## config.mk

```make
export PLATFORM = sky130hd
export DESIGN_NAME = vector_softmax
export DESIGN_NICKNAME = d
export VERILOG_FILES = /design/src/rtl/vsm_pkg.sv /design/src/rtl/vsm_ram.sv /design/src/rtl/vsm_exp.sv /design/src/rtl/vsm_div.sv /design/src/rtl/vector_softmax.sv
export SDC_FILE = /design/constraint.sdc
export NUM_CORES = 2
export LEC_CHECK = 0
export BUFFER_PORTS_ARGS = -buffer_cell sky130_fd_sc_hd__buf_2
export CAP_MARGIN = 15
export CORE_MARGIN = 5
export CORE_UTILIZATION = 40
export CTS_CLUSTER_SIZE = 10
export DETAILED_ROUTE_END_ITERATION = 12
export PLACE_DENSITY = 0.54
export SLEW_MARGIN = 20
export SYNTH_ARGS = -nofsm -noshare
export SYNTH_HDL_FRONTEND = slang
export SYNTH_SLANG_ARGS = --single-unit
```

## constraint.sdc

```tcl
create_clock -name clk -period 8.35 [get_ports clk]
set_input_delay 2.0875 -clock clk [delete_from_list [all_inputs] [get_ports clk]]
set_output_delay 2.0875 -clock clk [all_outputs]
set_load 0.005 [all_outputs]
```

## src/rtl/vsm_pkg.sv

```systemverilog
// ----------------------------------------------------------------------------
// vsm_pkg
// Shared types and exponential tables for the vector softmax block.
// ----------------------------------------------------------------------------
package vsm_pkg;

  localparam int ValueW = 16;
  localparam int ExpW   = 17;
  localparam int SumW   = 23;
  localparam int NumW   = 34;
  localparam int DiffW  = 17;

  localparam logic [DiffW-1:0] ExpCutoff = 17'd4096;

  typedef struct packed {
    logic            done;
    logic [ExpW-1:0] quo;
  } vsm_div_t;

  // exp(-k), Q1.16
  function automatic logic [ExpW-1:0] int_tab(input logic [4:0] k);
    logic [ExpW-1:0] v;
    case (k)
      5'd0:  v = 17'd65536;
      5'd1:  v = 17'd24109;
      5'd2:  v = 17'd8869;
      5'd3:  v = 17'd3263;
      5'd4:  v = 17'd1200;
      5'd5:  v = 17'd442;
      5'd6:  v = 17'd162;
      5'd7:  v = 17'd60;
      5'd8:  v = 17'd22;
      5'd9:  v = 17'd8;
      5'd10: v = 17'd3;
      5'd11: v = 17'd1;
      default: v = 17'd0;
    endcase
    return v;
  endfunction

  // exp(-h/16), Q1.16 with 1.0 as 65536
  function automatic logic [ExpW-1:0] hi_tab(input logic [3:0] h);
    logic [ExpW-1:0] v;
    case (h)
      4'd0:  v = 17'd65536;
      4'd1:  v = 17'd61565;
      4'd2:  v = 17'd57835;
      4'd3:  v = 17'd54331;
      4'd4:  v = 17'd51039;
      4'd5:  v = 17'd47947;
      4'd6:  v = 17'd45042;
      4'd7:  v = 17'd42313;
      4'd8:  v = 17'd39750;
      4'd9:  v = 17'd37341;
      4'd10: v = 17'd35079;
      4'd11: v = 17'd32954;
      4'd12: v = 17'd30957;
      4'd13: v = 17'd29081;
      4'd14: v = 17'd27319;
      default: v = 17'd25664;
    endcase
    return v;
  endfunction

  // exp(-l/256)
  function automatic logic [ExpW-1:0] lo_tab(input logic [3:0] l);
    logic [ExpW-1:0] v;
    case (l)
      4'd0:  v = 17'd65536;
      4'd1:  v = 17'd65280;
      4'd2:  v = 17'd65026;
      4'd3:  v = 17'd64772;
      4'd4:  v = 17'd64520;
      4'd5:  v = 17'd64268;
      4'd6:  v = 17'd64018;
      4'd7:  v = 17'd63768;
      4'd8:  v = 17'd63520;
      4'd9:  v = 17'd63272;
      4'd10: v = 17'd63025;
      4'd11: v = 17'd62780;
      4'd12: v = 17'd62535;
      4'd13: v = 17'd62291;
      4'd14: v = 17'd62048;
      default: v = 17'd61806;
    endcase
    return v;
  endfunction

endpackage

```

## src/rtl/vsm_ram.sv

```systemverilog
// ----------------------------------------------------------------------------
// vsm_ram
// Generic single-write, single-read RAM with registered read data.
// ----------------------------------------------------------------------------
module vsm_ram #(
  parameter int Width = 16,
  parameter int Depth = 64,
  parameter int AddrW = (Depth > 1) ? $clog2(Depth) : 1
) (
  input  logic             clk,
  input  logic             we,
  input  logic [AddrW-1:0] waddr,
  input  logic [Width-1:0] wdata,
  input  logic [AddrW-1:0] raddr,
  output logic [Width-1:0] rdata
);

  logic [Width-1:0] mem [Depth];

  always_ff @(posedge clk) begin
    if (we) begin
      mem[waddr] <= wdata;
    end
    rdata <= mem[raddr];
  end

endmodule

```

## src/rtl/vsm_exp.sv

```systemverilog
// ----------------------------------------------------------------------------
// vsm_exp
// Table exponential exp(-n/256): one table seed, then two rounded multiplies
// through a single shared multiplier.
// ----------------------------------------------------------------------------
module vsm_exp (
  input  logic                    clk,
  input  logic                    rst_n,
  input  logic                    start,
  input  logic [vsm_pkg::DiffW-1:0] n,
  output logic                    done,
  output logic [vsm_pkg::ExpW-1:0] e
);
  import vsm_pkg::*;

  typedef enum logic [2:0] {
    EX_IDLE = 3'b001,
    EX_M1   = 3'b010,
    EX_M2   = 3'b100
  } ex_state_t;

  ex_state_t       st_r;
  logic [ExpW-1:0] e_r;
  logic [3:0]      h_r;
  logic [3:0]      l_r;
  logic            done_r;
  logic [ExpW-1:0] coef;
  logic [32:0]     prod;
  logic [ExpW-1:0] e_nxt;

  assign coef  = (st_r == EX_M1) ? hi_tab(h_r) : lo_tab(l_r);
  assign prod  = 33'(e_r) * 33'(coef) + 33'd32768;
  assign e_nxt = prod[32:16];

  always_ff @(posedge clk) begin
    if (!rst_n) begin
      st_r   <= EX_IDLE;
      done_r <= 1'b0;
    end else begin
      done_r <= 1'b0;
      unique case (st_r)
        EX_IDLE: begin
          if (start) begin
            e_r  <= (n > ExpCutoff) ? '0 : int_tab(n[12:8]);
            h_r  <= n[7:4];
            l_r  <= n[3:0];
            st_r <= EX_M1;
          end
        end
        EX_M1: begin
          e_r  <= e_nxt;
          st_r <= EX_M2;
        end
        EX_M2: begin
          e_r    <= e_nxt;
          done_r <= 1'b1;
          st_r   <= EX_IDLE;
        end
        default: st_r <= EX_IDLE;
      endcase
    end
  end

  assign done = done_r;
  assign e    = e_r;

endmodule

```

## src/rtl/vsm_div.sv

```systemverilog
// ----------------------------------------------------------------------------
// vsm_div
// Restoring radix-2 divider, one quotient bit per cycle, 17 quotient bits.
// Dividend must be below den * 2^17. Zero divisor yields zero.
// ----------------------------------------------------------------------------
module vsm_div (
  input  logic                     clk,
  input  logic                     rst_n,
  input  logic                     start,
  input  logic [vsm_pkg::NumW-1:0] num,
  input  logic [vsm_pkg::SumW-1:0] den,
  output vsm_pkg::vsm_div_t        res
);
  import vsm_pkg::*;

  logic [SumW:0]   rem_r;
  logic [ExpW-1:0] sh_r;
  logic [SumW-1:0] den_r;
  logic [4:0]      cnt_r;
  logic            busy_r;
  logic            done_r;
  logic [SumW:0]   trial;
  logic            fits;

  assign trial = {rem_r[SumW-1:0], sh_r[ExpW-1]};
  assign fits  = (trial >= {1'b0, den_r});

  always_ff @(posedge clk) begin
    if (!rst_n) begin
      busy_r <= 1'b0;
      done_r <= 1'b0;
    end else begin
      done_r <= 1'b0;
      if (start) begin
        rem_r  <= {{(SumW+1-ExpW){1'b0}}, num[NumW-1:ExpW]};
        sh_r   <= num[ExpW-1:0];
        den_r  <= den;
        cnt_r  <= 5'(ExpW);
        busy_r <= 1'b1;
      end else if (busy_r) begin
        rem_r <= fits ? trial - {1'b0, den_r} : trial;
        sh_r  <= {sh_r[ExpW-2:0], fits};
        cnt_r <= cnt_r - 5'd1;
        if (cnt_r == 5'd1) begin
          busy_r <= 1'b0;
          done_r <= 1'b1;
        end
      end
    end
  end

  assign res.done = done_r;
  assign res.quo  = (den_r == '0) ? '0 : sh_r;

endmodule

```

## src/rtl/vector_softmax.sv

```systemverilog
// ----------------------------------------------------------------------------
// vector_softmax
// Max-subtracted softmax over a streamed vector of signed Q8.8 elements.
// ----------------------------------------------------------------------------
// Usage:
//   Input channel (in_valid/in_ready): one beat per element, in_is_last on
//   the final one. Up to VECTOR_LEN elements are stored; later ones are
//   dropped and every result of that vector carries out_overflow.
//   Result channel (out_valid/out_ready): one beat per stored element, in
//   input order, out_probability in unsigned Q0.16 saturated at 65535,
//   out_last_result on the final beat.
//   Load: one element per cycle while in_ready is high.
//   After the last beat the block drops in_ready and works through the
//   vector twice: an exponential pass (RAM read, seed from table, two
//   multiplies on one shared multiplier) and a divide pass (RAM read,
//   radix-2 divider with 17 quotient bits against the sum of exponentials).
//   Elements are worked one at a time: each pass starts the next element
//   only after the previous one is done, and the divider is the slower step.
//   Reset clears count, maximum, sum and overflow flag; the value RAM needs
//   no clearing. A stalled receiver holds the output register and the next
//   quotient waits in the divider; in_ready returns after the last beat
//   has been loaded into the output register.
// ----------------------------------------------------------------------------
module vector_softmax #(
  parameter int VECTOR_LEN = 64
) (
  input  logic        clk,
  input  logic        rst_n,
  input  logic        in_valid,
  output logic        in_ready,
  input  logic [15:0] in_element_value,
  input  logic        in_is_last,
  output logic        out_valid,
  input  logic        out_ready,
  output logic [15:0] out_probability,
  output logic        out_last_result,
  output logic        out_overflow
);
  import vsm_pkg::*;

  localparam int AddrW = (VECTOR_LEN > 1) ? $clog2(VECTOR_LEN) : 1;
  localparam int CntW  = $clog2(VECTOR_LEN + 1);

  typedef enum logic [7:0] {
    ST_LOAD  = 8'b0000_0001,
    ST_X_RD  = 8'b0000_0010,
    ST_X_WT  = 8'b0000_0100,
    ST_X_EXP = 8'b0000_1000,
    ST_D_RD  = 8'b0001_0000,
    ST_D_WT  = 8'b0010_0000,
    ST_D_DIV = 8'b0100_0000,
    ST_D_OUT = 8'b1000_0000
  } state_t;

  state_t                   state_r;
  logic [CntW-1:0]          cnt_r;
  logic [CntW-1:0]          idx_r;
  logic signed [ValueW-1:0] max_r;
  logic [SumW-1:0]          total_r;
  logic                     ovf_r;

  logic                     out_valid_r;
  logic [15:0]              out_prob_r;
  logic                     out_last_r;
  logic                     out_ovf_r;

  logic                     in_fire;
  logic                     store_ok;
  logic                     idx_is_last;

  logic [ValueW-1:0]        val_rdata;
  logic [ExpW-1:0]          exp_rdata;

  logic                     exp_start;
  logic [DiffW-1:0]         exp_n;
  logic                     exp_done;
  logic [ExpW-1:0]          exp_e;

  logic                     div_start;
  logic [NumW-1:0]          div_num;
  vsm_div_t                 div_res;

  assign in_ready    = (state_r == ST_LOAD);
  assign in_fire     = in_valid && in_ready;
  assign store_ok    = (cnt_r < CntW'(VECTOR_LEN));
  assign idx_is_last = ((idx_r + CntW'(1)) == cnt_r);

  // element store, written in arrival order
  vsm_ram #(.Width(ValueW), .Depth(VECTOR_LEN)) u_val_ram (
    .clk   (clk),
    .we    (in_fire && store_ok),
    .waddr (cnt_r[AddrW-1:0]),
    .wdata (in_element_value),
    .raddr (idx_r[AddrW-1:0]),
    .rdata (val_rdata)
  );

  // exponentials from the first pass, reread for the divide pass
  vsm_ram #(.Width(ExpW), .Depth(VECTOR_LEN)) u_exp_ram (
    .clk   (clk),
    .we    (exp_done),
    .waddr (idx_r[AddrW-1:0]),
    .wdata (exp_e),
    .raddr (idx_r[AddrW-1:0]),
    .rdata (exp_rdata)
  );

  // max - x, never negative
  assign exp_start = (state_r == ST_X_WT);
  assign exp_n     = DiffW'({max_r[ValueW-1], max_r} - {val_rdata[ValueW-1], val_rdata});

  vsm_exp u_exp (
    .clk   (clk),
    .rst_n (rst_n),
    .start (exp_start),
    .n     (exp_n),
    .done  (exp_done),
    .e     (exp_e)
  );

  // e * 2^16 plus half the sum, for round-to-nearest
  assign div_start = (state_r == ST_D_WT);
  assign div_num   = {1'b0, exp_rdata, 16'd0} + NumW'(total_r[SumW-1:1]);

  vsm_div u_div (
    .clk   (clk),
    .rst_n (rst_n),
    .start (div_start),
    .num   (div_num),
    .den   (total_r),
    .res   (div_res)
  );

  always_ff @(posedge clk) begin
    if (!rst_n) begin
      state_r     <= ST_LOAD;
      cnt_r       <= '0;
      idx_r       <= '0;
      max_r       <= 16'sh8000;
      total_r     <= '0;
      ovf_r       <= 1'b0;
      out_valid_r <= 1'b0;
    end else begin
      // drop the output beat once taken
      if (out_valid_r && out_ready) begin
        out_valid_r <= 1'b0;
      end
      unique case (state_r)
        ST_LOAD: begin
          if (in_fire) begin
            if (store_ok) begin
              cnt_r <= cnt_r + CntW'(1);
              if ($signed(in_element_value) > max_r) begin
                max_r <= $signed(in_element_value);
              end
            end else begin
              ovf_r <= 1'b1;
            end
            if (in_is_last) begin
              idx_r   <= '0;
              total_r <= '0;
              // an empty vector has nothing to emit
              if (cnt_r == '0 && !store_ok) begin
                cnt_r <= '0;
                max_r <= 16'sh8000;
                ovf_r <= 1'b0;
              end else begin
                state_r <= ST_X_RD;
              end
            end
          end
        end
        ST_X_RD: state_r <= ST_X_WT;
        ST_X_WT: state_r <= ST_X_EXP;
        ST_X_EXP: begin
          if (exp_done) begin
            total_r <= total_r + SumW'(exp_e);
            if (idx_is_last) begin
              idx_r   <= '0;
              state_r <= ST_D_RD;
            end else begin
              idx_r   <= idx_r + CntW'(1);
              state_r <= ST_X_RD;
            end
          end
        end
        ST_D_RD: state_r <= ST_D_WT;
        ST_D_WT: state_r <= ST_D_DIV;
        ST_D_DIV: begin
          if (div_res.done) begin
            state_r <= ST_D_OUT;
          end
        end
        ST_D_OUT: begin
          // hold the quotient until the output register is free
          if (!out_valid_r) begin
            out_valid_r <= 1'b1;
            out_prob_r  <= div_res.quo[ExpW-1] ? 16'hFFFF : div_res.quo[15:0];
            out_last_r  <= idx_is_last;
            out_ovf_r   <= ovf_r;
            if (idx_is_last) begin
              cnt_r   <= '0;
              idx_r   <= '0;
              max_r   <= 16'sh8000;
              total_r <= '0;
              ovf_r   <= 1'b0;
              state_r <= ST_LOAD;
            end else begin
              idx_r   <= idx_r + CntW'(1);
              state_r <= ST_D_RD;
            end
          end
        end
        default: state_r <= ST_LOAD;
      endcase
    end
  end

  assign out_valid       = out_valid_r;
  assign out_probability = out_prob_r;
  assign out_last_result = out_last_r;
  assign out_overflow    = out_ovf_r;

  // the element count never passes the store depth
  a_cnt_bound: assert property (@(posedge clk) disable iff (!rst_n)
    cnt_r <= CntW'(VECTOR_LEN))
    else $error("element count beyond store depth");

  // an exponential only completes while the sequencer waits for it
  a_exp_state: assert property (@(posedge clk) disable iff (!rst_n)
    exp_done |-> state_r == ST_X_EXP)
    else $error("exponential finished outside its wait state");

  // a quotient only completes while the sequencer waits for it
  a_div_state: assert property (@(posedge clk) disable iff (!rst_n)
    div_res.done |-> state_r == ST_D_DIV)
    else $error("divider finished outside its wait state");

  // no new element is taken while results of a vector are still being built
  a_load_idle: assert property (@(posedge clk) disable iff (!rst_n)
    in_ready |-> (idx_r == '0 && total_r == '0))
    else $error("load phase entered with pass state left over");

endmodule

```

Yosys cells after proc, flatten, opt, wreduce, memory -nomap -nowiden

Memories as Yosys holds them, arrays and structs flattened. A register that Yosys moved wholly into a read port is not among the register bits.
Index checks and enable logic that the tools add are counted.

Register bits after elaboration: 180
Bits in writable memories: 2112
Memory bits (read-only): 768
Bits of input ports: 21
Output and inout bits: 20
Memories: 5

Memories:

| memory           | depth | width | rd ports | clocked after memory_dff | write ports | RTL line      | RTL |
|---|---|---|---|---|---|---|---|
| u_exp_ram.mem    | 64    | 17    | 1        | 1                        | 1           | vsm_ram.sv:18 | `logic [Width-1:0] mem [Depth];` |
| u_val_ram.mem    | 64    | 16    | 1        | 1                        | 1           | vsm_ram.sv:18 |  |
| (name not given) | 16    | 17    | 1        | 1                        | 0           | vsm_pkg.sv:44 | `case (h)` |
| (name not given) | 16    | 16    | 1        | 1                        | 0           | vsm_pkg.sv:68 | `case (l)` |
| (name not given) | 16    | 15    | 1        | 0                        | 0           | vsm_pkg.sv:23 | `case (k)` |

Add/sub/neg operators: 8
Multiply operators: 1
Order comparisons: 4
Equal/unequal tests: 21
Muxes and demuxes: 71
Bitwise gates (word level): 3
Reduce and logical (&&, ||, !) cells: 22

Operator list:

| operator                 | number |
|---|---|
| $mux W23                 | 7 |
| $mux W17                 | 8 |
| $mux W16                 | 7 |
| $mux W7                  | 11 |
| $pmux W23 S3             | 1 |
| $pmux W8 S8              | 1 |
| $mux W8                  | 6 |
| $add A33 B22 Y34         | 1 |
| $pmux W17 S2             | 1 |
| $add A33 B16 Y33 const B | 1 |
| $mul A17 B17 Y33         | 1 |
| $pmux W16 S2             | 1 |
| $ge A24 B23 Y1           | 1 |
| $add A23 B17 Y23         | 1 |
| $logic_not A23 Y1        | 1 |
| $sub A23 B23 Y23         | 1 |
| $pmux W7 S3              | 1 |
| $mux W1                  | 18 |
| $gt A17 B13 Y1 const B   | 1 |
| $sub A16 B16 Y17         | 1 |
| $gt A16 B16 Y1           | 1 |
| $mux W5                  | 3 |
| $add A7 B1 Y7 const B    | 2 |
| $pmux W7 S2              | 1 |
| other kinds (34)         | 52 |

Logic depth before layout (Yosys ltp)

Depth after elaboration: 7
Mapped depth: 29

Modules after synthesis

Synthesis repeated with hierarchy kept, for this count alone.

Cell total of the unflattened synthesis: 6248
Area, all modules: 105148.3 µm²

By module, submodules not included:

| module               | times used | cells each | area an instance (µm²) | sequential area each (µm²) |
|---|---|---|---|---|
| vsm_ram at u_exp_ram | 1          | 1953       | 42350.6                | 33011.7 |
| vsm_ram at u_val_ram | 1          | 1829       | 40042.2                | 31069.8 |
| vsm_exp              | 1          | 1349       | 12274.3                | 1431.4 |
| vector_softmax       | 1          | 695        | 5934.4                 | 1801.7 |
| vsm_div              | 1          | 422        | 4546.9                 | 2082.0 |

Worst setup path before layout

No wires, ideal clock.

Kind: flip-flop to flip-flop
Start: register u_exp.st_r[1]
End: register u_exp.e_r[14] (netlist: u_exp.e[14]) (data pin)
Setup time: 0.257 ns
Arrival: 6.774 ns
Required time: 8.093 ns
Path slack: 1.319 ns
Stages on the path, launching flop included: 27
Path buffers: 5
Cells stage by stage: dfxtp_1 buf_2 nor3b_1 buf_4 clkbuf_1 clkbuf_1 a21o_1 clkbuf_1 nand2_1 fa_1 inv_1 fa_1 fa_1 fa_1 fa_1 inv_1 fa_1 inv_1 ha_1 a21o_1 nor3b_1 o211ai_1 a311oi_2 o311ai_1 a21oi_1 xnor2_1 a32o_1

Cells in the longest elaborated chain, start to end: 5
Elaborated cells between the ends (all ways): 8

RTL lines:

| element                  | RTL line                     | RTL |
|---|---|---|
| start: declaration       | vsm_exp.sv:22                | `ex_state_t st_r;` |
| start signal: assignment | vsm_exp.sv:37                | `st_r <= EX_IDLE;` |
| start signal: assignment | vsm_exp.sv:47                | `st_r <= EX_M1;` |
| start signal: assignment | vsm_exp.sv:52                | `st_r <= EX_M2;` |
| $eq A3 B2 Y1             | vsm_exp.sv:31, vsm_exp.sv:41 |  |
| $mux W17                 | vsm_exp.sv:31                | `assign coef = (st_r == EX_M1) ? hi_tab(h_r) : lo_tab(l_r);` |
| $mul A17 B17 Y33         | vsm_exp.sv:32                | `assign prod = 33'(e_r) * 33'(coef) + 33'd32768;` |
| $add A33 B16 Y33         | vsm_exp.sv:32                |  |
| $pmux W17 S2 *           | vsm_exp.sv:41                | `unique case (st_r)` |
| end signal: assignment   | vsm_exp.sv:44                | `e_r <= (n > ExpCutoff) ? '0 : int_tab(n[12:8]);` |
| end signal: assignment   | vsm_exp.sv:51                | `e_r <= e_nxt;` |
| end signal: assignment   | vsm_exp.sv:55                | `e_r <= e_nxt;` |
| end: declaration         | vsm_exp.sv:23                | `logic [ExpW-1:0] e_r;` |

Mark *: on every way between the ends. The rest lies on a longest branch, timed or not.
A chain may end at the register's enable or synchronous reset.

Final worst setup path

Ends and elaborated chain as after synthesis.

==> impl_metrics.env <==
export IMPL_ys_types=87
export IMPL_hold_path_class="reg2reg"
export IMPL_gp_congestion=0.834
export IMPL_h_tree_depth=5
export IMPL_start_util_pct=40.2
export IMPL_leakage_nw=37.1
export IMPL_clock_skew_ps=62.9
export IMPL_fin_crit_sh_pct=90.7
export IMPL_crit_type="reg2reg"
export IMPL_required_ps=8960
export IMPL_grt_pass1_vias=58900
export IMPL_rows=182
export IMPL_path_buf_inv=5
export IMPL_synth_largest_area_cell="edfxtp_1"
export IMPL_num_vias=59300
export IMPL_die_width_um=507
export IMPL_critPathLaunchType="register"
export IMPL_cts_num_sinks=2355
export IMPL_nets=7165
export IMPL_grt_overflow=0
export IMPL_vdd_ir_drop_max_uv=173
export IMPL_powerDensity_nw_per_um2=225
export IMPL_grt_pass1_wl_mm=425
export IMPL_clk_path_buf_depth=4
export IMPL_p_switching_mw=5.39
export IMPL_tightest_slew_ps=1200
export IMPL_die_area_sq_um=257000
export IMPL_insertion_delay_ps=920
export IMPL_cts_clk_slew_worst_paths_ps=50
export IMPL_postCtsResizedCells=0
export IMPL_place_ws_ps=818
export IMPL_finalSetupViolations=0
export IMPL_boundaryPins=41
export IMPL_synth_area_leaders="edfxtp_1, a22oi_1, fa_1"
export IMPL_synth_edff_count=2223
export IMPL_cp_slowest_cell="a311oi_2"
export IMPL_fin_area_sq_um=112000
export IMPL_arrival_ps=8180
export IMPL_yosysSeqAreaShare_pct=70.3
export IMPL_synth_top_area_share_pct=67.6
export IMPL_seq_power_share_pct=51.6
export IMPL_async_flop_share_pct=0
export IMPL_slew_headroom_pct=19.5
export IMPL_synth_ff_type="edfxtp_1"
export IMPL_dr_pass1_iters=6
export IMPL_post_dp_cell_area_sq_um=104000
export IMPL_wl_mm=294
export IMPL_pwr_share_clk_pct=42.8
export IMPL_area_growth_pct=13.1
export IMPL_min_period_ps=7570
export IMPL_ctsHoldBuffers=0
export IMPL_status="completed"
export IMPL_drc=0
export IMPL_io_buffers=40
export IMPL_power_switching_share_pct=21.5
export IMPL_drt_wirelength_per_cell_um=29.4
export IMPL_cts_root_buf="clkbuf_16"
export IMPL_synth_common_cells="edfxtp_1, a22oi_1, inv_1"
export IMPL_cts_buffers_inserted=289
export IMPL_vias_per_cell=5.93
export IMPL_drt_iter0_markers=6193
export IMPL_dp_hpwl_mm=175
export IMPL_slowest_delay_ps=590
export IMPL_final_core_utilization_pct=45.4
export IMPL_die_y_um=507
export IMPL_path_delay_family="adder cells"
export IMPL_cp_max_fo=35
export IMPL_crit_top_cell="fa_1"
export IMPL_slew_viol_final=0
export IMPL_finalWorstSetupSlack_ps=780
export IMPL_coreArea_sq_um=246000
export IMPL_hold_viol_final=0
export IMPL_fin_tns_setup_ps=0
export IMPL_synth_nets=6961
export IMPL_grt_use_total_pct=22.4
export IMPL_antenna_found_initial=7
export IMPL_post_cts_buffers=0
export IMPL_cts_tree="done"
export IMPL_pwr_share_comb_pct=5.6
export IMPL_synth_area_sq_um=98800
export IMPL_max_freq_mhz=132
export IMPL_yosysMostFrequentCell="edfxtp_1"
export IMPL_maxCapViolCount=0
export IMPL_grt_max_degree=84
export IMPL_final_layout_size_suffix_gt1_share_pct=10.7
export IMPL_internal_power_mw=19.7
export IMPL_crit_chain="nor3b_2 > buf_12 > mux2_2 > and2_1 > fa_1 > inv_1 > fa_1 > fa_1 > inv_1 > fa_1 > fa_1 > inv_1 > fa_1 > inv_1 > ha_1 > a21o_1 > nor3b_1 > o211ai_1 > a311oi_2 > o311ai_1 > a21oi_1 > xnor2_1 > a32o_1"
export IMPL_rsz0062_at_grt="false"
export IMPL_avgSynthCellArea_sq_um=15.2
export IMPL_endpoint_kind="register"
export IMPL_syn_inst=6499
export IMPL_synth_seq_cells=2355
export IMPL_ys_warn_count=0
export IMPL_ant_nets=0
## logic make-up (layout without fill, tap and decap cells)
logic type | count (synthesis) | in the layout | synth area share, %
compound gates | 1687 | 1687 | 12.5
buf+inv | 734 | 1019 | 2.89
flops | 2355 | 2355 | 70.3
xor+xnor | 92 | 92 | 0.831
fa+ha+maj | 441 | 441 | 7.31
mux | 56 | 56 | 0.590
other cells | 0 | 2 | 0
simple gates | 1134 | 1134 | 5.59
## worst register-to-register path: stages, from the launching register on
cell,delay [ps]
dfxtp_1,490
nor3b_2,310
buf_12,250
mux2_2,550
and2_1,270
fa_1,530
inv_1,50
fa_1,450
fa_1,510
inv_1,60
fa_1,490
fa_1,500
inv_1,50
fa_1,480
inv_1,50
ha_1,340
a21o_1,230
nor3b_1,210
o211ai_1,180
a311oi_2,590
o311ai_1,230
a21oi_1,220
xnor2_1,100
a32o_1,200
## power groups by stage
stage                     combinational [mW]  sequential [mW]  clock (mW)
final                                   1.40             13.0        10.7
after global routing                    1.52             13.0        11.4
after CTS                               1.39             13.0        10.9
after detailed placement                1.38             13.2           0
after global placement                  1.36             13.2           0
after floorplan                        0.836             13.2           0
## layout make-up
type	instances	area [sq um]
multi-input cells	3410	27000
well taps	3220	4030
flip-flops and latches	2355	69400
clock inverters	14	96.3
inverters	362	1360
clock buffers	358	7660
repair buffers	285	2270
diodes	2	5.00
fillers	21500	134000
## per-stage QoR
step | cells | power, mW | hold slack, ps
final | 10000 | 25.1 | 470
after global routing | 10000 | 25.9 | 497
after detailed placement | 9630 | 14.6 | 465
after CTS | 10000 | 25.3 | 478
after floorplan | 6499 | 14.0 | 409
after global placement | 9629 | 14.6 | 463
## routing by layer
layer  wire [um]  track usage (%)  up-vias  share of wire (%)
met1      126000             31.4    31000                 43
met5          15                0        -             0.0051
li1            -                -    25700                  -
met3       18300             3.04      412                6.2
met4        8860             6.68        2                3.0
met2      141000             36.6     2216                 48
## state kept, by name (all words and copies together), names as in the netlist, 16 cells and up, named ones only
name / flops
u_exp_ram.rdata: 17
max_r: 16
u_div.den_r: 23
u_val_ram.mem: 1024
u_val_ram.rdata: 16
out_probability: 16
u_exp.e: 17
u_div.rem_r: 23
u_exp_ram.mem: 1088
total_r: 23
u_div.sh_r: 17
## path summary, 6_finish.rpt
check | start | to | slack [ps] | cells after the start
max | u_exp.st_r[1]$_SDFFE_PN0P_ | u_exp.e[14]$_DFFE_PP_ | 780 | 23
max reg2reg | u_exp.st_r[1]$_SDFFE_PN0P_ | u_exp.e[14]$_DFFE_PP_ | 780 | 23
min | u_div.busy_r$_SDFF_PN0_ | u_div.done_r$_SDFF_PP0_ | 470 | 2
min reg2reg | u_div.busy_r$_SDFF_PN0_ | u_div.done_r$_SDFF_PP0_ | 470 | 2
## layout by cell type, fill, tap and decap left out, drive strengths merged, types with 7 or more instances in the layout
master,synthesis,routed
a21o,39,39
dfxtp,132,132
clkinv,0,8
o21a,14,14
or4,8,8
or2,7,7
fa,227,227
ha,214,214
a22oi,636,636
xnor2,59,59
clkbuf,249,358
nor4,54,54
nor3,44,44
buf,123,285
and3,34,34
nor2,303,303
mux2,15,15
mux2i,41,41
nand4,67,67
edfxtp,2223,2223
o21ai,84,84
or3,11,11
nand3b,9,9
nand2,316,316
a31oi,220,220
a21oi,178,178
a32o,7,7
nand3,75,75
inv,362,367
a22o,218,218
nor2b,57,57
o211ai,13,13
a211oi,8,8
xor2,33,33
and2,92,92
nor3b,10,10
nand2b,24,24
a221oi,213,213
Power figures use the tool's default switching activity.
